<file path="src/b64d_pkg.sv">
// Package for the bounded base64 decoder: character code table,
// result entry type and shared constants. No dependencies.
package b64d_pkg;

  localparam int unsigned CountW = 16;
  localparam int unsigned CodeW  = 7;
  localparam logic [CodeW-1:0] CodeInvalid = 7'h7F;
  localparam logic [CodeW-1:0] CodeLower   = 7'd26;
  localparam logic [CodeW-1:0] CodeDigit   = 7'd52;
  localparam logic [CodeW-1:0] CodePlus    = 7'd62;
  localparam logic [CodeW-1:0] CodeSlash   = 7'd63;
  localparam logic [CountW-1:0] MaxBytesRst = 16'hFFFF;

  typedef enum logic {
    KIND_BYTE = 1'b0,
    KIND_DONE = 1'b1
  } kind_e;

  typedef struct packed {
    kind_e              kind;
    logic [7:0]         data;
    logic [CountW-1:0]  count;
  } result_t;

  // 6-bit value of a base64 character, bit 6 set (all ones) when invalid
  function automatic logic [CodeW-1:0] char_code(input logic [7:0] ch);
    logic [7:0] t;
    t = 8'h00;
    case (ch) inside
      [8'h41:8'h5A]: t = ch - 8'h41;
      [8'h61:8'h7A]: t = ch - 8'h61 + 8'(CodeLower);
      [8'h30:8'h39]: t = ch - 8'h30 + 8'(CodeDigit);
      8'h2B:         t = 8'(CodePlus);
      8'h2F:         t = 8'(CodeSlash);
      default:       t = 8'(CodeInvalid);
    endcase
    return t[CodeW-1:0];
  endfunction

endpackage

</file>
<file path="src/base64_decoder_bounded.sv">
// Bounded base64 decoder, top level.
// Depends on b64d_pkg (character table, result type, constants).
//
// Usage:
//  - Input channel (in_valid_i/in_ready_o): one request per character,
//    in_char_i with last_char_i marking the final character of a text.
//  - Output channel (out_valid_o/out_ready_i): zero to four results per
//    character. kind_o 0 is a decoded byte, kind_o 1 is the end-of-text
//    summary carrying the byte total; last_of_run_o flags the final result
//    of a character.
//  - Config channel (cfg_valid_i/cfg_ready_o, max_bytes_i): byte capacity,
//    always ready; write only while the decoder is idle.
// Timing: the results of a character are registered and appear in the cycle after its request.
// Throughput: a character is taken every cycle while its predecessor gave
//   at most one result and the receiver is ready; a character giving more
//   results holds the input until the four-entry result buffer has drained,
//   one entry a cycle while the receiver is ready. The input is taken in the
//   cycle the last buffered result is taken. Reset: clears group state, byte
//   count and result buffer; max_bytes returns to 65535. The end of a text also clears the group state.
// Receiver stall: the buffer holds its head result steady and the input
//   stays not ready until the final buffered result is taken.
module base64_decoder_bounded (
  input  logic        clk_i,
  input  logic        rst_ni,
  input  logic        in_valid_i,
  output logic        in_ready_o,
  input  logic [7:0]  in_char_i,
  input  logic        last_char_i,
  output logic        out_valid_o,
  input  logic        out_ready_i,
  output logic        kind_o,
  output logic [7:0]  out_data_o,
  output logic [15:0] byte_count_o,
  output logic        last_of_run_o,
  input  logic        cfg_valid_i,
  output logic        cfg_ready_o,
  input  logic [15:0] max_bytes_i
);

  localparam int unsigned CW = b64d_pkg::CountW;

  // text state
  logic [b64d_pkg::CodeW-1:0] grp_q [3];
  logic [b64d_pkg::CodeW-1:0] grp_d [3];
  logic [1:0]    pos_q, pos_d;
  logic          halted_q, halted_d;
  logic [CW-1:0] prod_q, prod_d;
  logic [CW-1:0] max_q;

  // result buffer: entry 0 is the head shown on the output
  b64d_pkg::result_t buf_q [4];
  b64d_pkg::result_t buf_d [4];
  logic [2:0] num_q, num_d;

  logic in_acc, out_acc;
  logic [b64d_pkg::CodeW-1:0] v;
  logic [b64d_pkg::CodeW-1:0] ga, gb, gc;
  logic [7:0] byte1, byte2, byte3;
  logic cv, dv, grp_go, e0, e1, e2;
  logic [1:0] nbytes;
  logic [CW:0] p_ext, m_ext;
  logic [CW-1:0] p_next;
  b64d_pkg::result_t res [4];
  logic [2:0] nres;

  assign cfg_ready_o = 1'b1;
  assign out_valid_o = (num_q != 3'd0);
  // take a new character once the buffer is empty or its last entry leaves
  assign in_ready_o  = (num_q == 3'd0) || (num_q == 3'd1 && out_ready_i);
  assign in_acc  = in_valid_i && in_ready_o;
  assign out_acc = out_valid_o && out_ready_i;

  assign kind_o        = buf_q[0].kind;
  assign out_data_o    = buf_q[0].data;
  assign byte_count_o  = buf_q[0].count;
  assign last_of_run_o = (num_q == 3'd1);

  assign v  = b64d_pkg::char_code(in_char_i);
  assign ga = grp_q[0];
  assign gb = grp_q[1];
  assign gc = grp_q[2];
  assign byte1 = {ga[5:0], gb[5:4]};
  assign byte2 = {gb[3:0], gc[5:2]};
  // an invalid third character reads as 63 through its low bits
  assign byte3 = {gc[1:0], v[5:0]};
  assign cv = !gc[6];
  assign dv = !v[6];

  assign p_ext = {1'b0, prod_q};
  assign m_ext = {1'b0, max_q};

  // byte gating: the emitted bytes are a prefix of the candidate list
  always_comb begin
    grp_go = !halted_q && (pos_q == 2'd3) && !ga[6] && !gb[6];
    e0 = grp_go && (p_ext < m_ext);
    e1 = e0 && (cv || dv) && ((p_ext + 17'd1) < m_ext);
    e2 = e1 && cv && dv && ((p_ext + 17'd2) < m_ext);
    nbytes = 2'(e0) + 2'(e1) + 2'(e2);
    p_next = prod_q + CW'(nbytes);
  end

  // pack the results of this character
  always_comb begin
    for (int k = 0; k < 4; k++) begin
      res[k].kind  = b64d_pkg::KIND_DONE;
      res[k].data  = 8'h00;
      res[k].count = p_next;
    end
    res[0].kind = e0 ? b64d_pkg::KIND_BYTE : b64d_pkg::KIND_DONE;
    res[1].kind = e1 ? b64d_pkg::KIND_BYTE : b64d_pkg::KIND_DONE;
    res[2].kind = e2 ? b64d_pkg::KIND_BYTE : b64d_pkg::KIND_DONE;
    if (e0) begin
      res[0].data  = byte1;
      res[0].count = prod_q + CW'(1);
    end
    if (e1) begin
      res[1].data  = cv ? byte2 : byte3;
      res[1].count = prod_q + CW'(2);
    end
    if (e2) begin
      res[2].data  = byte3;
      res[2].count = prod_q + CW'(3);
    end
    nres = 3'(nbytes) + 3'(last_char_i);
  end

  // text state update
  always_comb begin
    grp_d    = grp_q;
    pos_d    = pos_q;
    halted_d = halted_q;
    prod_d   = prod_q;
    if (in_acc) begin
      if (!halted_q) begin
        if (pos_q != 2'd3) begin
          grp_d[pos_q] = v;
          pos_d = pos_q + 2'd1;
        end else begin
          pos_d = 2'd0;
          if (!grp_go || (p_ext >= m_ext)) begin
            halted_d = 1'b1;
          end else begin
            prod_d = p_next;
            if ({1'b0, p_next} >= m_ext) halted_d = 1'b1;
          end
        end
      end
      if (last_char_i) begin
        for (int k = 0; k < 3; k++) grp_d[k] = '0;
        pos_d    = 2'd0;
        halted_d = 1'b0;
        prod_d   = '0;
      end
    end
  end

  // result buffer: load on a new request, else shift on each output request
  always_comb begin
    buf_d = buf_q;
    num_d = num_q;
    if (in_acc) begin
      buf_d = res;
      num_d = nres;
    end else if (out_acc) begin
      buf_d[0] = buf_q[1];
      buf_d[1] = buf_q[2];
      buf_d[2] = buf_q[3];
      num_d = num_q - 3'd1;
    end
  end

  always_ff @(posedge clk_i or negedge rst_ni) begin
    if (!rst_ni) begin
      for (int k = 0; k < 3; k++) grp_q[k] <= '0;
      pos_q    <= 2'd0;
      halted_q <= 1'b0;
      prod_q   <= '0;
      num_q    <= 3'd0;
      max_q    <= b64d_pkg::MaxBytesRst;
    end else begin
      grp_q    <= grp_d;
      pos_q    <= pos_d;
      halted_q <= halted_d;
      prod_q   <= prod_d;
      num_q    <= num_d;
      if (cfg_valid_i && cfg_ready_o) max_q <= max_bytes_i;
    end
  end

  // payload, no reset
  always_ff @(posedge clk_i) begin
    buf_q <= buf_d;
  end

  // buffer never overfills and the input never overwrites a pending result
  assert property (@(posedge clk_i) disable iff (!rst_ni) num_q <= 3'd4)
    else $error("result buffer overfilled");

  assert property (@(posedge clk_i) disable iff (!rst_ni)
    in_acc |-> (num_q == 3'd0 || (num_q == 3'd1 && out_acc)))
    else $error("input taken over pending results");

  // end of text returns the group state to reset
  assert property (@(posedge clk_i) disable iff (!rst_ni)
    (in_acc && last_char_i) |=> (prod_q == '0 && pos_q == 2'd0 && !halted_q))
    else $error("text state not cleared at end of text");

  // summary is always the final result of its character
  assert property (@(posedge clk_i) disable iff (!rst_ni)
    (out_valid_o && kind_o == b64d_pkg::KIND_DONE) |-> last_of_run_o)
    else $error("summary not last of run");

  // consecutive buffered bytes count up by one
  assert property (@(posedge clk_i) disable iff (!rst_ni)
    (num_q > 3'd1 && buf_q[0].kind == b64d_pkg::KIND_BYTE
     && buf_q[1].kind == b64d_pkg::KIND_BYTE)
    |-> (buf_q[1].count == buf_q[0].count + CW'(1)))
    else $error("byte counts not consecutive");

endmodule
</file>
<file path="config.mk">
export PLATFORM = sky130hd
export DESIGN_NAME = base64_decoder_bounded
export DESIGN_NICKNAME = d
export VERILOG_FILES = /design/src/b64d_pkg.sv /design/src/base64_decoder_bounded.sv
export SDC_FILE = /design/constraint.sdc
export NUM_CORES = 1
export LEC_CHECK = 0
export ABC_AREA = 1
export BUFFER_PORTS_ARGS = -buffer_cell sky130_fd_sc_hd__buf_2
export CORE_MARGIN = 2
export CORE_UTILIZATION = 45
export DETAILED_ROUTE_END_ITERATION = 12
export PLACE_DENSITY = 0.63
export SETUP_SLACK_MARGIN = 0.15
export SKIP_LAST_GASP = 1
export SLEW_MARGIN = 0
export SYNTH_ARGS = -nofsm -noshare
export SYNTH_HDL_FRONTEND = slang
export SYNTH_SLANG_ARGS = --single-unit
export TNS_END_PERCENT = 10
</file>
<file path="constraint.sdc">
create_clock -name clk_i -period 4.97 [get_ports clk_i]
set_input_delay 0.2485 -clock clk_i [delete_from_list [all_inputs] [get_ports clk_i]]
set_output_delay 0.2485 -clock clk_i [all_outputs]
set_load 0.01 [all_outputs]
</file>
* Word level (Yosys, flattened, before mapping)
Index checks and enable logic that the tools add are counted.
Word-level totals: logic and storage cells 122, register bits 150, output and inout port bits 29
Operators by class: reductions and logical operators 32, $lt $le $gt $ge 13, equal/unequal tests 8, mux-type cells 34, $add $sub $neg 16, bitwise gates (word level) 1
Operator list (number):
- two-way mux 75 bit | 2
- two-way mux 24 bit | 3
- two-way mux 16 bit | 4
- two-way mux 21 bit | 3
- two-way mux 7 bit | 6
- < comparator 17 x 16 -> 1 bit | 2
- adder 16 x 2 -> 16 bit, second input constant | 2
- >= comparator 16 bit | 2
- bitwise mux 21 bit | 1
- adder 16 x 1 -> 17 bit, second input constant | 1
- adder 16 x 2 -> 17 bit, second input constant | 1
- adder 16 x 1 -> 16 bit, second input constant | 1
- adder 16 x 2 -> 16 bit | 1
- equality test 8 x 6 -> 1 bit, second input constant | 2
- >= comparator 8 x 7 -> 1 bit, second input constant | 2
- <= comparator 8 x 7 -> 1 bit, second input constant | 2
- logical AND 1 bit | 16
- < comparator 16 bit | 1
- demux 7 bit (select 2 bit) | 1
- subtractor 7 bit, second input constant | 2
- >= comparator 8 x 6 -> 1 bit, second input constant | 1
- <= comparator 8 x 6 -> 1 bit, second input constant | 1
- two-way mux 1 bit | 8
- two-way mux 8 bit | 1
- 24 further kinds | 38

* Logic depth before layout (Yosys ltp)
Gate-level depths: netlist of run 1.
depth in word-level cells 21, depth in mapped cells 41, mapped depth without buffers 39

* Worst setup path after synthesis of run 1
Ideal clock, no wire load.
path type flip-flop to flip-flop, start register prod_q[6], end register halted_q, data arrival time 5.207 ns, path buffers 2, path slack -0.361 ns, data required time 4.846 ns, stages on the path, launching flop included 41, library setup time 0.124 ns, cell sequence dfrtp_1 -> buf_2 -> nand2_1 -> nor2_1 -> inv_1 -> nor3_1 -> nand2_1 -> xor2_1 -> nand2_1 -> o21ai_0 -> inv_1 -> ha_1 -> nand2_1 -> nor2_1 -> nor3_1 -> nor2_1 -> nor2_2 -> nand3_2 -> [5 not listed] -> ha_1 -> inv_1 -> fa_1 -> or2_2 -> nand2_1 -> inv_1 -> ha_1 -> a21boi_0 -> o21ai_0 -> nand2_1 -> nand2_1 -> nand2_1 -> nand2_1 -> nand2_1 -> nand2_1 -> nand2_1 -> nand2_1 -> a21oi_1
On the way: cells in the longest elaborated chain, start to end 15, elaborated cells between the ends (all ways) 22, classes of those cells add/sub: 5; order compare: 5; mux: 5; reduce/logical: 7
RTL lines:
- from (decl) | RTL line base64_decoder_bounded.sv:47 | logic [CW-1:0] prod_q, prod_d;
- from (signal assigned) | RTL line base64_decoder_bounded.sv:184 | prod_q <= prod_d;
- branches (longest 7 deep; another with adder 16 x 1 -> 17 bit)
- adder 2 x 1 -> 2 bit (*) | RTL line base64_decoder_bounded.sv:98 | nbytes = 2'(e0) + 2'(e1) + 2'(e2);
- adder 16 x 2 -> 16 bit (*) | RTL line base64_decoder_bounded.sv:99 | p_next = prod_q + CW'(nbytes);
- net p_next[2] | RTL line base64_decoder_bounded.sv:62 | logic [CW-1:0] p_next;
- >= comparator 16 bit (*) | RTL line base64_decoder_bounded.sv:144 | if ({1'b0, p_next} >= m_ext) halted_d = 1'b1;
- two-way mux 1 bit (*) | RTL line base64_decoder_bounded.sv:144
- two-way mux 1 bit (*) | RTL line base64_decoder_bounded.sv:140 | if (!grp_go || (p_ext >= m_ext)) begin
- two-way mux 1 bit (*) | RTL line base64_decoder_bounded.sv:135 | if (pos_q != 2'd3) begin
- two-way mux 1 bit (*) | RTL line base64_decoder_bounded.sv:134 | if (!halted_q) begin
- two-way mux 1 bit (*) | RTL line base64_decoder_bounded.sv:148 | if (last_char_i) begin
- to (signal assigned) | RTL line base64_decoder_bounded.sv:183 | halted_q <= halted_d;
- to (decl) | RTL line base64_decoder_bounded.sv:46 | logic halted_q, halted_d;
Mark *: on every way through the listed nets, which the timed path passes. A chain may end at the register's enable or synchronous reset.

==> results of run 1 <==
cells by family (layout without fill, tap and decap cells):
logic type               Yosys count  count (layout)  synth area share
adder cells (fa/ha/maj)           88              88             0.113
flip-flops                       150             150             0.427
buffers and inverters            207             411            0.0924
XOR/XNOR                          55              55            0.0487
AND/OR/NAND/NOR                  457             457             0.194
AO/OA/AOI/OAI                    217             217             0.122
other                              1               1          0.000379
multiplexers                       2               2           0.00228
report_power, final:
group / total (mW) / internal [mW] / leakage (nW) / switching (mW)
combinational: 2.81 / 1.15 / 4.18 / 1.66
sequential: 2.05 / 1.88 / 1.62 / 0.167
clock: 1.32 / 0.681 / 0.293 / 0.638
total: 6.18 / 3.71 / 6.10 / 2.47
how the worst min path moves through the flow:
stage	end	from	slack, ps
after floorplan	ga[0]	rst_ni	-50
after global placement	max_q[12]	max_bytes_i[12]	460
after detailed placement	max_q[12]	max_bytes_i[12]	460
after CTS	gb[5]	rst_ni	2
after global routing	max_q[12]	max_bytes_i[12]	10
final	ga[5]	rst_ni	-40
critical path, delay by kind of cell, from the launching register on:
kind | cells | cell delay (ps)
xor gates and xnor gates | 2 | 350
AOI/OAI and AO/OA | 3 | 430
buffers and inverters | 11 | 1130
and+or+nand+nor | 13 | 1390
adders and majority gates | 4 | 1200
DFF | 1 | 410
cells in the final DEF (no fill, tap or decap), types with 16 or more instances in the layout:
| cell type | instances |
|---|---|
| nand2_1 | 238 |
| nor2_1 | 92 |
| xor2_1 | 40 |
| buf_4 | 166 |
| clkbuf_16 | 17 |
| ha_1 | 76 |
| dfrtp_1 | 38 |
| inv_1 | 123 |
| dfstp_2 | 16 |
| o22ai_1 | 28 |
| a21oi_1 | 27 |
| edfxtp_1 | 91 |
| buf_2 | 57 |
| o21ai_0 | 118 |
| nand3_1 | 51 |
state kept, by name, indices dropped and copies added, names as in the netlist:
register	cells
buf_q	66
byte_count_o	16
ga	7
gb	7
gc	7
halted_q	1
kind_o	1
max_q	16
num_q	3
out_data_o	8
pos_q	2
prod_q	16
routing by layer:
layer  track usage  part of all wire
met1         0.384              0.48
met3        0.0384             0.076
met4        0.0699             0.016
met2         0.351              0.42
met5             0                 0
timing repair:
| action | 4_1_cts | 5_1_grt |
|---|---|---|
| pin swaps | 18 | 30 |
| endpoints found under the setup margin | 60 | 47 |
| gates resized for setup | 52 | 80 |
| setup buffers | 14 | 17 |
metrics by stage:
step,utilization,hold slack (ps),total power [mW],setup WS [ps],instances
after floorplan,-,-47.1,3.61,-133,1177
after global placement,0.521,460,4.49,-488,1598
after detailed placement,0.521,463,4.54,-481,1598
after CTS,0.564,2.32,5.97,37.2,1644
after global routing,0.585,10.2,6.58,-331,1661
final,0.585,-43.8,6.18,-90.1,1661
cell type report:
| class | instances | area, µm² |
|---|---|---|
| clock buffers | 17 | 425 |
| multi-input cells | 820 | 5280 |
| clock inverters | 15 | 183 |
| repair buffers | 233 | 1650 |
| fillers | 1859 | 8990 |
| flip-flops and latches | 150 | 4240 |
| well taps | 280 | 350 |
| inverters | 146 | 573 |
==> impl_metrics.tcl, run 1 <==
set metrics [dict create \
    synthTopCellsByArea "edfxtp_1, dfrtp_1, ha_1, nand2_1, o21ai_0" \
    worstSetupEndpoint "byte_count_o[14]" \
    ys_ff_latch 150 \
    slew_headroom 0.283 \
    critPathMaxFanout 4 \
    cts_tree "built" \
    critPathKind "register to register" \
    io_buffers 57 \
    htree_levels 4 \
    stdcell_area_um2 12700 \
    totalWireLength_mm 29.0 \
    die_x_um 152 \
    regToRegEndpoint "byte_count_o[14]" \
    critPathSlowestCell "fa_1" \
    p_leak_nw 6.10 \
    num_antenna_cells 0 \
    ys_types 47 \
    tightestPinTransition_ps 1080 \
    r2r-start "prod_q[1]" \
    seq_area_frac_synth 0.427 \
    cts_buffers 17 \
    die_y_um 152 \
    r2r_slack_ps -90 \
    cp-startpoint "prod_q[1]" \
    drive_gt1_frac 0.291 \
    violations "hold timing, setup timing" \
    wl_per_cell_um 17.5 \
    synth_common_cells "nand2_1, inv_1, o21ai_0" \
    grt_pass1_wl_mm 44.8 \
    worst_path_largest_cell_delay_ps 440 \
    insertion_delay_ps 440 \
    die-area_um2 23200 \
    synth_edf_count 91 \
    syn2layout_area_growth_pct 28.3 \
    reg2reg_depth 33 \
    syn_area_um2 9900 \
    grt_use_total 0.246 \
    finalCriticalPeriod_ps 5060 \
    hold_viol_final 24 \
    finalClockSkew_ps 10.2 \
    rsz0062_at_grt "yes" \
    drt_iter0_drc 900 \
    via_per_inst 5.24 \
    p_per_area_nw_per_um2 487 \
    period_share 1.02 \
    start_util 0.456 \
    ys_warn_count 0 \
    grt_pass1_vias 8107 \
    cp-start-kind "register" \
    coreArea_um2 21700 \
    grt_max_degree 81 \
    cts_root_buf "clkbuf_16" \
    synth_nets 1295 \
    required_ps 5290 \
    placed_cell_area_um2 11300 \
    cts.clk_slew.worst_paths_ps 70 \
    synthCells 1177 \
    vdd_drop_max_uv 317 \
    synth_top_area_share 0.276 \
    nets 1486 \
    critical_path_arrival_ps 5380 \
    clockBufferDepth 2 \
    place.gp.congestion 0.978 \
    run_status "complete, but fails checks" \
    ctsHoldBuffers 0 \
    firstDrtPassIters 5 \
    ios 59 \
    maxCapViolations 0 \
    setup_viol 2 \
    grt_antenna_before_repair 0 \
    synthFlopType "edfxtp_1" \
    fin_ws_ps -90.1 \
    yosysTopAreaCell "edfxtp_1" \
    min_path_type "input port to asynchronous set/reset pin" \
    via_count 8701 \
    hpwl_mm 20.8 \
    grt-ovfl-total 0 \
    cts_sinks 150 \
    drc 0 \
    postSynth.asyncResetShare 0.393 \
    ant_nets 0 \
    report.final.slew_viol_count 0 \
    avgSynthCellArea_um2 8.41 \
    endpoint_kind "register" \
    fmax_mhz 198 \
    rows 54 \
    hold_slack_ps -43.8 \
    tns_ps -171 \
    yosysMostFrequentCell "nand2_1" \
]
(Power assumes the default switching activity.)
==> run 2, diff against run 1 <==
Settings changed: SKIP_LAST_GASP 1 to not set.
==> run 2 against run 1 <==
Net effect: die area stayed put; clock skew about the same; final cell count stayed put; highest routed layer unchanged; sequential cell count is the same; the flow still finishes with violations (hold timing, setup timing); power grew 0.34%; critical path depth unchanged; worst setup slack lost 11 ps.
==> impl_metrics.tcl, run 2 (synthesis gave the netlist of run 1 again) <==
set metrics [dict create \
    grt_antenna_before_repair 0 \
    ant_nets 0 \
    p_leak_nw 6.10 \
    insertion_delay_ps 450 \
    worstSetupEndpoint "halted_q" \
    finalCriticalPeriod_ps 5070 \
    finalClockSkew_ps 10.3 \
    critPathBufInv 8 \
    grt_max_degree 81 \
    min_path_type "input port to asynchronous set/reset pin" \
    via_count 8685 \
    coreArea_um2 21700 \
    power_mw 6.20 \
    die_y_um 152 \
    cts_sinks 150 \
    required_ps 5290 \
    endpoint_kind "register" \
    run_status "complete, but fails checks" \
    r2r-start "prod_q[1]" \
    reg2reg_depth 33 \
    fillCellCount 1850 \
    ios 59 \
    regToRegEndpoint "halted_q" \
    wl_per_cell_um 17.5 \
    p_per_area_nw_per_um2 487 \
    grt_use_total 0.246 \
    start_util 0.456 \
    report.final.slew_viol_count 0 \
    critical_path_arrival_ps 5390 \
    via_per_inst 5.23 \
    drive_gt1_frac 0.298 \
    cts_buffers 17 \
    totalWireLength_mm 29.0 \
    fin_ws_ps -101 \
    cts_tree "built" \
    p_switching_mw 2.48 \
    r2r_slack_ps -100 \
    rows 54 \
    top_register "buf_q" \
    critPathSlowestCell "fa_1" \
    cp-start-kind "register" \
    grt_pass1_vias 8107 \
    critPathKind "register to register" \
    internal-power_mw 3.72 \
    die-area_um2 23200 \
    path_depth 33 \
    mostFrequentLayoutCells "nand2_1, buf_4, inv_1" \
    setup_viol 2 \
    combPwrFrac 0.456 \
    htree_levels 4 \
    ctsHoldBuffers 0 \
    nets 1486 \
    mostFrequentLayoutCell "nand2_1" \
    crit_family "simple AND/OR/NAND/NOR gates" \
    drt_iter0_drc 847 \
    grt_pass1_wl_mm 44.8 \
    maxCapViolations 0 \
    hold_viol_final 33 \
    rsz0062_at_grt "yes" \
    worst_path_largest_cell_delay_ps 440 \
    largest_register_ffs 66 \
    num_antenna_cells 0 \
    io_buffers 57 \
    p_clk_frac 0.213 \
    period_share 1.02 \
    swShare 0.400 \
    cts_root_buf "clkbuf_16" \
    die_x_um 152 \
    tightestPinTransition_ps 1060 \
    p_seq_frac 0.331 \
    hpwl_mm 20.8 \
    clockBufferDepth 2 \
    placed_cell_area_um2 11300 \
    firstDrtPassIters 6 \
    grt-ovfl-total 0 \
    place.gp.congestion 0.978 \
    cp-startpoint "prod_q[1]" \
    hold_slack_ps -45.2 \
    vdd_drop_max_uv 317 \
    syn2layout_area_growth_pct 28.7 \
    drc 0 \
    violations "hold timing, setup timing" \
    stdcell_area_um2 12700 \
    finish.utilization 0.588 \
    fmax_mhz 197 \
    cts.clk_slew.worst_paths_ps 70 \
    critPathMaxFanout 4 \
    slew_headroom 0.291 \
]
[run 2: area by class of cell]
| cell class | instances | area [µm²] | area share |
|---|---|---|---|
| multi-input cells | 820 | 5320 | 0.418 |
| flip-flops and latches | 150 | 4240 | 0.332 |
| repair buffers | 233 | 1650 | 0.130 |
| inverters | 146 | 573 | 0.0450 |
| clock buffers | 17 | 425 | 0.0334 |
| well taps | 280 | 350 | 0.0275 |
| clock inverters | 15 | 183 | 0.0143 |
[run 2: worst reg2reg max path: cells and delay by family (launching register included)]
kind,cells,cell delay [ps]
AOI/OAI and AO/OA,4,470
adders and majority gates,5,1380
and+or+nand+nor,14,1540
DFF,1,420
buffers and inverters,8,760
xor gates and xnor gates,2,350
[run 2: worst min-delay path by stage]
stage / startpoint / cells past startpoint / slack (ps) / endpoint
after global routing: max_bytes_i[12] / 3 / 10 / max_q[12]
after CTS: rst_ni / 2 / 2 / gb[5]
after global placement: max_bytes_i[12] / 3 / 460 / max_q[12]
after detailed placement: max_bytes_i[12] / 3 / 460 / max_q[12]
after floorplan: rst_ni / 0 / -50 / ga[0]
final: rst_ni / 2 / -50 / ga[5]
[run 2: stage by stage]
step | setup slack, ps | hold WS (ps) | TNS [ps] | instances
after floorplan | -133 | -47.1 | -133 | 1177
after global placement | -488 | 460 | -4010 | 1598
after detailed placement | -481 | 463 | -4720 | 1598
after CTS | 37.2 | 2.32 | 0 | 1644
after global routing | -331 | 10.2 | -1370 | 1661
final | -101 | -45.2 | -159 | 1661
[run 2: metal layers]
layer  vias up  global-route usage  routed length [µm]
li1       4268                   -                   -
met1      4053               0.384               14300
met2       330               0.351               12200
met3        34              0.0384                2020
met4         0              0.0699                 471
met5         -                   0                   0
[run 2: power groups by stage]
stage	clock network [mW]	registers, mW	logic, mW
after global placement	0	2.05	2.44
after detailed placement	0	2.06	2.47
after CTS	1.33	2.04	2.59
after floorplan	0	2.04	1.57
final	1.32	2.05	2.83
after global routing	1.38	2.09	3.12
[run 2: timing repair]
action                     in CTS  in global routing
setup endpoints to repair      60                 47
resized for setup              52                 96
gates cloned                    0                  0
setup buffers                  14                 17
pin swaps                      18                 34
==> run 3, diff against run 2 <==
Settings changed: BUFFER_PORTS_ARGS -buffer_cell sky130_fd_sc_hd__buf_2 to -buffer_cell sky130_fd_sc_hd__buf_4.
==> run 3 against run 2 <==
Net effect: the run ends with setup timing left; critical path type unchanged; sequential power hardly changed; global-route usage is 0.29 points higher; core utilization is 0.29 points lower; combinational power hardly changed; power is 0.79% higher; sequential share of layout area is 0.18 points higher; count of clock-buffer cells in the layout stayed put; largest power group unchanged; die area stayed put; worst setup slack worse by 110 ps; non-clock buffer count is 6 lower; design area is 0.50% lower.
==> impl_metrics.tcl, run 3 (synthesis gave the netlist of run 1 again) <==
set metrics [dict create \
    drive_gt1_frac 0.282 \
    totalWireLength_mm 29.1 \
    hpwl_mm 21.0 \
    rsz0062_at_grt "yes" \
    grt_pass1_vias 8319 \
    tns_ps -215 \
    hold_viol_final 0 \
    via_count 8806 \
    p_clk_frac 0.216 \
    clockBufferDepth 2 \
    endpoint_kind "register" \
    layout.area.seq_um2 4240 \
    fin_cells 1655 \
    grt-ovfl-total 0 \
    required_ps 5340 \
    power_mw 6.25 \
    worst_path_largest_cell_delay_ps 450 \
    report.final.slew_viol_count 0 \
    min_path_type "input port to register" \
    die_x_um 152 \
    nets 1480 \
    finalClockSkew_ps 12.3 \
    grt_max_degree 81 \
    p_leak_nw 6.16 \
    finalCriticalPeriod_ps 5180 \
    cts.clk_slew.worst_paths_ps 70 \
    firstDrtPassIters 5 \
    grt_use_total 0.249 \
    mostFrequentLayoutCell "nand2_1" \
    num_antenna_cells 0 \
    wl_per_cell_um 17.6 \
    finish.utilization 0.585 \
    cts_tree "built" \
    fmax_mhz 193 \
    cts_sinks 150 \
    swShare 0.392 \
    maxCapViolations 0 \
    cp-start-kind "register" \
    post-place-ws_ps -364 \
    p_switching_mw 2.45 \
    mostFrequentLayoutCells "nand2_1, buf_4, inv_1" \
    insertion_delay_ps 450 \
    period_share 1.04 \
    critPathKind "register to register" \
    reg2reg_depth 39 \
    syn2layout_area_growth_pct 28.1 \
    io_buffers 57 \
    critical_path_arrival_ps 5560 \
    crit_family "simple AND/OR/NAND/NOR gates" \
    drc 0 \
    placed_cells 1597 \
    fillCellCount 1913 \
    critPathSlowestCell "fa_2" \
    cts_root_buf "clkbuf_16" \
    internal-power_mw 3.80 \
    slew_headroom 0.314 \
    start_util 0.456 \
    min_path_cells 3 \
    ant_nets 0 \
    multi_input_area_um2 5200 \
    violations "setup timing" \
    top_register "buf_q" \
    path_depth 39 \
    die_y_um 152 \
    htree_levels 4 \
    combPwrFrac 0.456 \
    largest_register_ffs 66 \
    cts_buffers 17 \
    crit_top_cell "nand2_1" \
    via_per_inst 5.32 \
    p_per_area_nw_per_um2 493 \
    die-area_um2 23200 \
    coreArea_um2 21700 \
    fin_ws_ps -215 \
    place.gp.congestion 0.979 \
    tightestPinTransition_ps 1030 \
    ios 59 \
    critPathBufInv 8 \
    grt_antenna_before_repair 0 \
    run_status "complete, but fails checks" \
    critPathMaxFanout 4 \
    rows 54 \
    p_seq_frac 0.328 \
    setup_viol 1 \
    grt_pass1_wl_mm 45.4 \
    vdd_drop_max_uv 277 \
    drt_iter0_drc 984 \
]
run 3: changes by cell type in the layout (fill, tap and decap cells not counted), sizes merged:
cell	before	now
buf	233	225
clkinv	9	4
clkinvlp	1	3
dlygate4sd3	0	2
inv	151	153
bufinv	0	1
run 3: layer usage:
metal	vias to the layer above	GRT usage	routed length (µm)
met1	4185	0.388	13900
met3	33	0.0404	2140
met2	345	0.361	12600
met5	-	0	0
met4	0	0.0579	445
li1	4243	-	-
run 3: final timing paths:
path | start | slack [ps] | endpoint
min reg2reg | gb[2] | 510 | gb[2]
min | max_bytes_i[2] | 4 | max_q[2]
max in group asynchronous | rst_ni | 3900 | prod_q[0]
max reg2reg | prod_q[3] | -210 | halted_q
min in group asynchronous | rst_ni | 440 | ga[1]
max | prod_q[3] | -210 | halted_q
run 3: cell type report:
class	count	area share
Multi-Input combinational cell	820	0.410
Sequential cell	150	0.334
Timing Repair Buffer	227	0.137
Inverter	146	0.0434
Clock buffer	17	0.0336
Tap cell	280	0.0276
Clock inverter	15	0.0145
run 3: power by group through the flow:
| stage | logic, mW | registers (mW) | clock network, mW |
|---|---|---|---|
| floorplan | 1.57 | 2.04 | 0 |
| global placement | 2.51 | 2.06 | 0 |
| detailed placement | 2.54 | 2.07 | 0 |
| CTS | 2.64 | 2.05 | 1.36 |
| global route | 3.14 | 2.10 | 1.41 |
| finish | 2.85 | 2.05 | 1.35 |
run 3: metrics by stage:
| step | area, µm² | hold slack (ps) |
|---|---|---|
| floorplan | 9960 | -47.1 |
| global placement | 11400 | 379 |
| detailed placement | 11400 | 383 |
| CTS | 12300 | 0.625 |
| global route | 12700 | 6.93 |
| finish | 12700 | 4.15 |
run 3: worst min-delay path: cells and delay by family:
| family | cells | cell delay (ps) |
|---|---|---|
| and+or+nand+nor | 1 | 40 |
| AOI/OAI and AO/OA | 1 | 60 |
| buffers and inverters | 1 | 70 |
run 3: what timing repair did:
item                                    CTS  global route
endpoints found under the setup margin   28            59
buffers inserted                          8            16
gates resized for setup                  42            61
hold buffers                              2             0
endpoints found under the hold margin    44             0
pin swaps                                27            42
cloned                                    0             0
